[src/rtl/layer_ordered_insert_list_unit_defines.svh]
// Assertion macros shared by the layer ordered insert list RTL.
`ifndef LAYER_ORDERED_INSERT_LIST_UNIT_DEFINES_SVH
`define LAYER_ORDERED_INSERT_LIST_UNIT_DEFINES_SVH

// The consequent must hold in the same cycle as the antecedent.
`define LOIL_ASSERT_IMPL(label, ante, cons, msg) \
   label: assert property (@(posedge clock) disable iff (reset) (ante) |-> (cons)) \
      else $error(msg);

// The consequent must hold in the cycle after the antecedent.
`define LOIL_ASSERT_NEXT(label, ante, cons, msg) \
   label: assert property (@(posedge clock) disable iff (reset) (ante) |=> (cons)) \
      else $error(msg);

`endif

[src/rtl/loil_pkg.sv]
// Types and constants shared by the layer ordered insert list modules.
package loil_pkg;

   localparam int DataW        = 16;
   localparam int PosW         = 4;
   localparam int StatusW      = 2;
   localparam int DefaultDepth = 16;
   localparam int MaxResults   = 16;

   typedef enum logic [StatusW-1:0] {
      STATUS_OK    = 2'd0,
      STATUS_FULL  = 2'd1,
      STATUS_EMPTY = 2'd2
   } status_type;

   localparam logic ACTION_INSERT = 1'b0;
   localparam logic ACTION_DUMP   = 1'b1;

   typedef struct packed {
      logic capture;
      logic insert;
      logic dump_step;
   } cmd_type;

   typedef struct packed {
      logic req_dump;
      logic emit;
      logic final_step;
   } sts_type;

endpackage

[src/rtl/loil_req_if.sv]
// Request channel carrying insert and dump items.
interface loil_req_if import loil_pkg::*; ();
   logic                    valid;
   logic                    ready;
   logic                    action;
   logic [DataW-1:0]        item_id;
   logic signed [DataW-1:0] layer;

   modport source (output valid, action, item_id, layer, input ready);
   modport sink (input valid, action, item_id, layer, output ready);
endinterface

[src/rtl/loil_rsp_if.sv]
// Response channel carrying result items.
interface loil_rsp_if import loil_pkg::*; ();
   logic                    valid;
   logic                    ready;
   logic [DataW-1:0]        out_id;
   logic signed [DataW-1:0] out_layer;
   logic [PosW-1:0]         position;
   logic                    last;
   logic [StatusW-1:0]      status;

   modport source (output valid, out_id, out_layer, position, last, status, input ready);
   modport sink (input valid, out_id, out_layer, position, last, status, output ready);
endinterface

[src/rtl/loil_ctrl.sv]
// Controller state machine that sequences inserts and dumps.
`include "layer_ordered_insert_list_unit_defines.svh"

module loil_ctrl import loil_pkg::*; (
   input  logic    clock,
   input  logic    reset,
   input  logic    req_valid,
   output logic    req_ready,
   output logic    rsp_valid,
   input  logic    rsp_ready,
   input  sts_type sts_i,
   output cmd_type cmd_o
);

   typedef enum logic [1:0] {
      S_IDLE,
      S_INS,
      S_DUMP
   } state_type;

   state_type state_ff, state_in;
   logic      rsp_valid_ff, rsp_valid_in;
   logic      slot_free;
   logic      load;

   assign slot_free = !rsp_valid_ff || rsp_ready;

   always_comb begin
      state_in  = state_ff;
      cmd_o     = '0;
      load      = 1'b0;
      req_ready = 1'b0;
      unique case (state_ff)
         S_IDLE: begin
            req_ready = 1'b1;
            if (req_valid) begin
               cmd_o.capture = 1'b1;
               state_in      = sts_i.req_dump ? S_DUMP : S_INS;
            end
         end
         S_INS: begin
            if (slot_free) begin
               cmd_o.insert = 1'b1;
               load         = 1'b1;
               state_in     = S_IDLE;
            end
         end
         S_DUMP: begin
            if (!sts_i.emit || slot_free) begin
               cmd_o.dump_step = 1'b1;
               load            = sts_i.emit;
               if (sts_i.final_step) begin
                  state_in = S_IDLE;
               end
            end
         end
         default: begin
            state_in = S_IDLE;
         end
      endcase
      rsp_valid_in = load || (rsp_valid_ff && !rsp_ready);
   end

   always_ff @(posedge clock) begin
      if (reset) begin
         state_ff     <= S_IDLE;
         rsp_valid_ff <= 1'b0;
      end else begin
         state_ff     <= state_in;
         rsp_valid_ff <= rsp_valid_in;
      end
   end

   assign rsp_valid = rsp_valid_ff;

   `LOIL_ASSERT_IMPL(a_no_overwrite, cmd_o.insert || (cmd_o.dump_step && sts_i.emit), slot_free, "result register overwritten while waiting")
   `LOIL_ASSERT_NEXT(a_busy_after_accept, req_valid && req_ready, !req_ready, "new item accepted while one is in progress")

endmodule

[src/rtl/loil_dp.sv]
// Datapath with the compare-and-shift entry row, dump counter and result register.
`include "layer_ordered_insert_list_unit_defines.svh"

module loil_dp import loil_pkg::*; #(
   parameter int DEPTH = DefaultDepth
) (
   input  logic                    clock,
   input  logic                    reset,
   input  cmd_type                 cmd_i,
   output sts_type                 sts_o,
   input  logic                    in_action,
   input  logic [DataW-1:0]        in_item_id,
   input  logic signed [DataW-1:0] in_layer,
   output logic [DataW-1:0]        out_id,
   output logic signed [DataW-1:0] out_layer,
   output logic [PosW-1:0]         out_position,
   output logic                    out_last,
   output logic [StatusW-1:0]      out_status
);

   localparam int CW = $clog2(DEPTH + 1);
   localparam int IW = $clog2(DEPTH);

   logic signed [DataW-1:0] key_ff [DEPTH];
   logic signed [DataW-1:0] key_in [DEPTH];
   logic [DataW-1:0]        id_ff [DEPTH];
   logic [DataW-1:0]        id_in [DEPTH];
   logic [DEPTH-1:0]        le_ff, le_in, at;
   logic [CW-1:0]           count_ff, count_in;
   logic [IW-1:0]           idx_ff, idx_in;
   logic [DataW-1:0]        rid_ff, rid_in;
   logic signed [DataW-1:0] rkey_ff, rkey_in;
   logic [DataW-1:0]        oid_ff, oid_in;
   logic signed [DataW-1:0] olayer_ff, olayer_in;
   logic [PosW-1:0]         opos_ff, opos_in;
   logic                    olast_ff, olast_in;
   status_type              ostat_ff, ostat_in;
   logic                    full, empty, emit, last_step;
   logic [IW-1:0]           ins_pos;
   logic [CW-1:0]           last_idx;

   assign full  = (count_ff == CW'(DEPTH));
   assign empty = (count_ff == '0);

   always_comb begin
      for (int i = 0; i < DEPTH; i++) begin
         le_in[i] = (CW'(i) < count_ff) && (key_ff[i] <= in_layer);
      end
      at[0] = !le_ff[0];
      for (int i = 1; i < DEPTH; i++) begin
         at[i] = !le_ff[i] && le_ff[i-1];
      end
      ins_pos = '0;
      for (int i = 0; i < DEPTH; i++) begin
         ins_pos = ins_pos | (at[i] ? IW'(i) : '0);
      end
   end

   always_comb begin
      if (int'(count_ff) > MaxResults) begin
         last_idx = CW'(MaxResults - 1);
      end else begin
         last_idx = count_ff - CW'(1);
      end
      emit      = empty || (int'(idx_ff) < MaxResults);
      last_step = empty || (CW'(idx_ff) == last_idx);
   end

   assign sts_o.req_dump   = (in_action == ACTION_DUMP);
   assign sts_o.emit       = emit;
   assign sts_o.final_step = empty || (CW'(idx_ff) == count_ff - CW'(1));

   always_comb begin
      key_in    = key_ff;
      id_in     = id_ff;
      count_in  = count_ff;
      idx_in    = idx_ff;
      rid_in    = rid_ff;
      rkey_in   = rkey_ff;
      oid_in    = oid_ff;
      olayer_in = olayer_ff;
      opos_in   = opos_ff;
      olast_in  = olast_ff;
      ostat_in  = ostat_ff;
      if (cmd_i.capture) begin
         rid_in  = in_item_id;
         rkey_in = in_layer;
         idx_in  = '0;
      end
      if (cmd_i.insert) begin
         oid_in    = rid_ff;
         olayer_in = rkey_ff;
         olast_in  = 1'b1;
         if (full) begin
            opos_in  = '0;
            ostat_in = STATUS_FULL;
         end else begin
            opos_in  = PosW'(ins_pos);
            ostat_in = STATUS_OK;
            count_in = count_ff + CW'(1);
            if (at[0]) begin
               key_in[0] = rkey_ff;
               id_in[0]  = rid_ff;
            end
            for (int i = 1; i < DEPTH; i++) begin
               if (at[i]) begin
                  key_in[i] = rkey_ff;
                  id_in[i]  = rid_ff;
               end else if (!le_ff[i]) begin
                  key_in[i] = key_ff[i-1];
                  id_in[i]  = id_ff[i-1];
               end
            end
         end
      end
      if (cmd_i.dump_step) begin
         idx_in = idx_ff + IW'(1);
         if (emit) begin
            olast_in = last_step;
            if (empty) begin
               oid_in    = '0;
               olayer_in = '0;
               opos_in   = '0;
               ostat_in  = STATUS_EMPTY;
            end else begin
               oid_in    = id_ff[0];
               olayer_in = key_ff[0];
               opos_in   = PosW'(idx_ff);
               ostat_in  = STATUS_OK;
            end
         end
         for (int i = 0; i < DEPTH - 1; i++) begin
            if (CW'(i + 1) < count_ff) begin
               key_in[i] = key_ff[i+1];
               id_in[i]  = id_ff[i+1];
            end else if (CW'(i + 1) == count_ff) begin
               key_in[i] = key_ff[0];
               id_in[i]  = id_ff[0];
            end
         end
         if (full) begin
            key_in[DEPTH-1] = key_ff[0];
            id_in[DEPTH-1]  = id_ff[0];
         end
      end
   end

   always_ff @(posedge clock) begin
      if (reset) begin
         count_ff <= '0;
      end else begin
         count_ff <= count_in;
      end
   end

   always_ff @(posedge clock) begin
      key_ff    <= key_in;
      id_ff     <= id_in;
      idx_ff    <= idx_in;
      rid_ff    <= rid_in;
      rkey_ff   <= rkey_in;
      oid_ff    <= oid_in;
      olayer_ff <= olayer_in;
      opos_ff   <= opos_in;
      olast_ff  <= olast_in;
      ostat_ff  <= ostat_in;
      if (cmd_i.capture) begin
         le_ff <= le_in;
      end
   end

   assign out_id       = oid_ff;
   assign out_layer    = olayer_ff;
   assign out_position = opos_ff;
   assign out_last     = olast_ff;
   assign out_status   = ostat_ff;

   `LOIL_ASSERT_IMPL(a_count_range, 1'b1, count_ff <= CW'(DEPTH), "entry count exceeds depth")
   `LOIL_ASSERT_NEXT(a_insert_count, cmd_i.insert && !full, count_ff == $past(count_ff) + CW'(1), "insert did not add one entry")
   `LOIL_ASSERT_IMPL(a_one_slot, cmd_i.insert && !full, $onehot(at), "insert slot is not unique")

endmodule

[src/rtl/layer_ordered_insert_list_unit.sv]
// Top level of the layer ordered insert list.
// The block keeps up to DEPTH entries, each an item id with a signed layer key,
// sorted by ascending layer; equal layers keep their arrival order.
// Request items arrive on req_chan: action 0 inserts item_id at layer, action 1
// dumps the list. An insert gives one result with its rank, or a full status
// if the list already holds DEPTH entries. A dump emits the stored entries in
// rank order, up to sixteen, with last on the final one; an empty list gives
// one result with an empty status.
// For an insert the compare row is registered at acceptance, and the shift
// happens in S_INS together with the load of the result register, once that
// register is free. A dump steps once through every stored entry, or once
// for an empty list, rotating the entry row, which leaves the list in its
// original order.
// Results leave through a single output register on rsp_chan; while it waits
// the block still accepts a request, and further work pauses until rsp_chan
// takes the pending result. Synchronous reset empties the list and drops any
// pending result; entry contents need no clearing.
module layer_ordered_insert_list_unit import loil_pkg::*; #(
   parameter int DEPTH = DefaultDepth
) (
   input  logic       clock,
   input  logic       reset,
   loil_req_if.sink   req_chan,
   loil_rsp_if.source rsp_chan
);

   cmd_type cmd;
   sts_type sts;

   loil_ctrl u_ctrl (
      .clock     (clock),
      .reset     (reset),
      .req_valid (req_chan.valid),
      .req_ready (req_chan.ready),
      .rsp_valid (rsp_chan.valid),
      .rsp_ready (rsp_chan.ready),
      .sts_i     (sts),
      .cmd_o     (cmd)
   );

   loil_dp #(
      .DEPTH (DEPTH)
   ) u_dp (
      .clock        (clock),
      .reset        (reset),
      .cmd_i        (cmd),
      .sts_o        (sts),
      .in_action    (req_chan.action),
      .in_item_id   (req_chan.item_id),
      .in_layer     (req_chan.layer),
      .out_id       (rsp_chan.out_id),
      .out_layer    (rsp_chan.out_layer),
      .out_position (rsp_chan.position),
      .out_last     (rsp_chan.last),
      .out_status   (rsp_chan.status)
   );

endmodule
[src/flat_wrapper.sv]
// flat-port wrapper written by rule: the top's interface ports become plain ports
module layer_ordered_insert_list_unit_flat import loil_pkg::*;
#(
   parameter int DEPTH = DefaultDepth
)
  (clock, reset, req_chan_valid, req_chan_action, req_chan_item_id, req_chan_layer, req_chan_ready, rsp_chan_valid, rsp_chan_out_id, rsp_chan_out_layer, rsp_chan_position, rsp_chan_last, rsp_chan_status, rsp_chan_ready);
  loil_req_if req_chan_i ();
  loil_rsp_if rsp_chan_i ();
  input  logic clock;
  input  logic reset;
  input wire logic [$bits(req_chan_i.valid)-1:0] req_chan_valid;
  input wire logic [$bits(req_chan_i.action)-1:0] req_chan_action;
  input wire logic [$bits(req_chan_i.item_id)-1:0] req_chan_item_id;
  input wire logic [$bits(req_chan_i.layer)-1:0] req_chan_layer;
  output wire logic [$bits(req_chan_i.ready)-1:0] req_chan_ready;
  output wire logic [$bits(rsp_chan_i.valid)-1:0] rsp_chan_valid;
  output wire logic [$bits(rsp_chan_i.out_id)-1:0] rsp_chan_out_id;
  output wire logic [$bits(rsp_chan_i.out_layer)-1:0] rsp_chan_out_layer;
  output wire logic [$bits(rsp_chan_i.position)-1:0] rsp_chan_position;
  output wire logic [$bits(rsp_chan_i.last)-1:0] rsp_chan_last;
  output wire logic [$bits(rsp_chan_i.status)-1:0] rsp_chan_status;
  input wire logic [$bits(rsp_chan_i.ready)-1:0] rsp_chan_ready;
  assign req_chan_i.valid = req_chan_valid;
  assign req_chan_i.action = req_chan_action;
  assign req_chan_i.item_id = req_chan_item_id;
  assign req_chan_i.layer = req_chan_layer;
  assign req_chan_ready = req_chan_i.ready;
  assign rsp_chan_valid = rsp_chan_i.valid;
  assign rsp_chan_out_id = rsp_chan_i.out_id;
  assign rsp_chan_out_layer = rsp_chan_i.out_layer;
  assign rsp_chan_position = rsp_chan_i.position;
  assign rsp_chan_last = rsp_chan_i.last;
  assign rsp_chan_status = rsp_chan_i.status;
  assign rsp_chan_i.ready = rsp_chan_ready;
  layer_ordered_insert_list_unit #(.DEPTH(DEPTH)) u_core (.clock(clock), .reset(reset), .req_chan(req_chan_i), .rsp_chan(rsp_chan_i));
endmodule
[config.mk]
export PLATFORM = sky130hd
export DESIGN_NAME = layer_ordered_insert_list_unit_flat
export DESIGN_NICKNAME = d
export VERILOG_FILES = /design/src/rtl/loil_pkg.sv /design/src/rtl/loil_req_if.sv /design/src/rtl/loil_rsp_if.sv /design/src/rtl/loil_ctrl.sv /design/src/rtl/loil_dp.sv /design/src/rtl/layer_ordered_insert_list_unit.sv /design/src/flat_wrapper.sv
export VERILOG_INCLUDE_DIRS = /design/src /design/src/rtl
export SDC_FILE = /design/constraint.sdc
export NUM_CORES = 2
export LEC_CHECK = 0
export BUFFER_PORTS_ARGS = -buffer_cell sky130_fd_sc_hd__buf_2
export CAP_MARGIN = 30
export CORE_MARGIN = 4
export CORE_UTILIZATION = 30
export CTS_CLUSTER_DIAMETER = 150
export DETAILED_ROUTE_END_ITERATION = 12
export PLACE_DENSITY = 0.47
export SLEW_MARGIN = 10
export SYNTH_ARGS = -nofsm -noshare
export SYNTH_HDL_FRONTEND = slang
export SYNTH_SLANG_ARGS = --single-unit
[constraint.sdc]
create_clock -name clock -period 3.55 [get_ports clock]
set_input_delay 0.71 -clock clock [delete_from_list [all_inputs] [get_ports clock]]
set_output_delay 0.71 -clock clock [all_outputs]
set_load 0.01 [all_outputs]
==> flow_summary.ini <==
[sta]
fmax_ghz = 0.348
rsz0062_at_grt = no
final.setup_skew_ns = 0.0371
finalMaxSlewViolations = 0
post-route-period-util_pct = 81.0
setup-violations-final = 0
relSlewSlack_pct = 31.9
finalCriticalPeriod_ns = 2.88
setup_ws_ns = 0.673
hold_violations = 0
totalNegativeSetupSlack_ns = 0
worst-slew-pin-transition_ns = 1.02

[global_routing]
grt_pass1_wl_mm = 230
grt_usage_pct = 21.4
grt_pass1_vias = 35000
grt_max_degree = 72
antenna_found_initial = 16
grt-ovfl-total = 0

[place]
port-buffer-count = 77
hpwl_mm = 110
gp_congestion = 0.863
dp_slack_ns = 0.486

[clock_network]
clkSlewWorstSetupHoldPaths_ns = 0.06
clockBufferDepth = 3
cts_setup_buffers = 0
cts_sinks = 611
cts_resized = 0
cts_tree = done
clk_latency_ns = 0.68
cts_made_buffers = 78
root_buffer = clkbuf_16
htree_levels = 3
cts.hold.buffers_added = 0

[run]
maxCapViolCount = 0

[synthesis]
ys_warn_count = 0
syn_nets = 4874
yosysTopAreaCellShare_pct = 25.0
ys.flop_type = dfxtp_1
post-synth-top-count-cell = dfxtp_1
postSynthRegisterBits = 611
avgSynthCellArea_sq_um = 8.55
async_reset_ff_share_pct = 0
synth_edf_count = 123
synth_cell_types = 68
synth_common_cells = dfxtp_1, mux2i_1, nand2_1
syn_area_sq_um = 39100
netlist_instances = 4572
synth_area_leader_cell = dfxtp_1
synth_area_leaders = dfxtp_1, mux2i_1, edfxtp_1, ha_1, a22oi_1
ys_seq_area_share_pct = 34.4

[setup_path]
rr_startpoint = u_core.u_dp.count_ff[0]
rrSetupSlack_ns = 0.67
cp-startpoint = u_core.u_dp.count_ff[0]
path_class = flop to flop
worst_setup_path_start_kind = flop
critPathRequiredTime_ns = 4.15
cp_max_fo = 7
r2r-end = u_core.u_ctrl.state_ff[0]
worstPathArrival_ns = 3.48
rr_worst_depth = 7
cp-end-kind = flop

[floorplanning]
start_util_pct = 30.2
std_cell_rows = 132
die_y_um = 369
coreArea_sq_um = 129000
dieArea_sq_um = 136000
die_width_um = 369
design.portCount = 78

[detailed_routing]
drc = 0
drt-total-wl_mm = 151
via_per_inst = 5.73
avgRoutedWirePerCell_um = 24.3
first_iter_violations = 2968
drt_pass1_iterations = 5
drt.antenna.violating_nets = 0
vias = 35600

[min_path]
min_to = u_core.u_dp.rid_ff[4]
hold_class = input pin to flop
min_from = req_chan_item_id[4]
hold_path_depth = 1

[pwr]
ir_drop_v = 0.000318
power_density_nw_per_um2 = 767
total_power_mw = 33.8
p_leak_nw = 16.3

[run_status]
run_status = completed

[finish]
area_growth_pct = 12.8
drive_gt1_share_pct = 9.70
fin_nets = 4704
## area by class of cell
type | instances | area [sq um]
inverters | 47 | 176
clock buffers | 119 | 2270
repair buffers | 255 | 2050
flip-flops and latches | 611 | 13500
diodes | 4 | 10.0
clock inverters | 24 | 279
multi-input cells | 3409 | 23700
fillers | 13500 | 85400
well taps | 1742 | 2180
## placed cells by master, fill, tap and decap left out, drive strengths merged, types with 12 or more instances in the layout
cell / instances
a21boi: 12
and3: 33
a211oi: 69
edfxtp: 123
or3: 15
a221o: 33
clkinv: 18
o21ai: 412
a22o: 36
xor2: 14
nand3b: 12
buf: 254
clkbuf: 120
a32oi: 12
o211ai: 28
nand3: 48
nor2b: 16
nor3: 13
a21o: 35
a22oi: 383
nand2: 469
nor2: 169
o22ai: 434
ha: 265
nand4: 54
mux2i: 475
nor3b: 12
dfxtp: 488
a21oi: 256
inv: 49
## logic make-up after synthesis
kind of cell,count (synthesis),synth area share [%]
XOR/XNOR,21,0.470
AO/OA/AOI/OAI,1751,28.5
AND/OR/NAND/NOR,892,10.3
flip-flops,611,34.4
multiplexers,480,12.3
adder cells (fa/ha/maj),265,8.48
buffers and inverters,552,5.55
## how the worst max path moves through the flow
stage                     cells past startpoint                   endpoint  slack, ns
after CTS                                     7  u_core.u_ctrl.state_ff[0]       0.71
after global placement                        6    u_core.u_dp.key_ff[218]       0.49
final                                         7  u_core.u_ctrl.state_ff[0]       0.67
after detailed placement                      6    u_core.u_dp.key_ff[220]       0.49
after floorplan                               7     u_core.u_dp.id_ff[240]       0.28
after global routing                          7  u_core.u_ctrl.state_ff[0]       0.52
## metal layers
| layer | track usage [%] | routed length (um) |
|---|---|---|
| met1 | 29.9 | 71200 |
| met2 | 34.7 | 68400 |
| met3 | 2.96 | 8520 |
| met4 | 5.51 | 2840 |
| met5 | 0 | 98 |
## critical path: stages, from the launching register on
cell      delay, ns
dfxtp_1        0.41
inv_1          0.40
ha_1           0.33
or3b_2         0.48
a211oi_1       0.27
o221ai_1       0.25
or3b_2         0.50
a21oi_1        0.16
## flip-flops by register name (all words and copies together) (netlist names)
signal and count:
u_core.u_dp.out_status 2, u_core.u_dp.rid_ff 16, u_core.u_dp.out_position 4, u_core.u_dp.count_ff 5
u_core.u_dp.key_ff 256, u_core.u_dp.out_id 16, u_core.u_dp.out_last 1, u_core.u_dp.id_ff 256
u_core.u_dp.out_layer 16, u_core.u_ctrl.rsp_valid 1, u_core.u_dp.le_ff 16, u_core.u_ctrl.state_ff 2
u_core.u_dp.rkey_ff 16, u_core.u_dp.idx_ff 4
## stage by stage
step                      cell area [sq um]  util [%]  instances  hold WS (ns)
after floorplan                       39100         -       4572         0.449
after global placement                41500      32.0       6061         0.460
after detailed placement              41500      32.1       6062         0.479
after CTS                             44100      34.0       6205         0.186
after global routing                  44100      34.1       6207         0.208
final                                 44100      34.1       6211         0.231
## power by group
group | switching, mW | internal [mW]
clock | 3.42 | 4.71
sequential | 4.39 | 10.4
combinational | 5.78 | 5.12
Note: power is estimated with default switching activity, not from simulation.
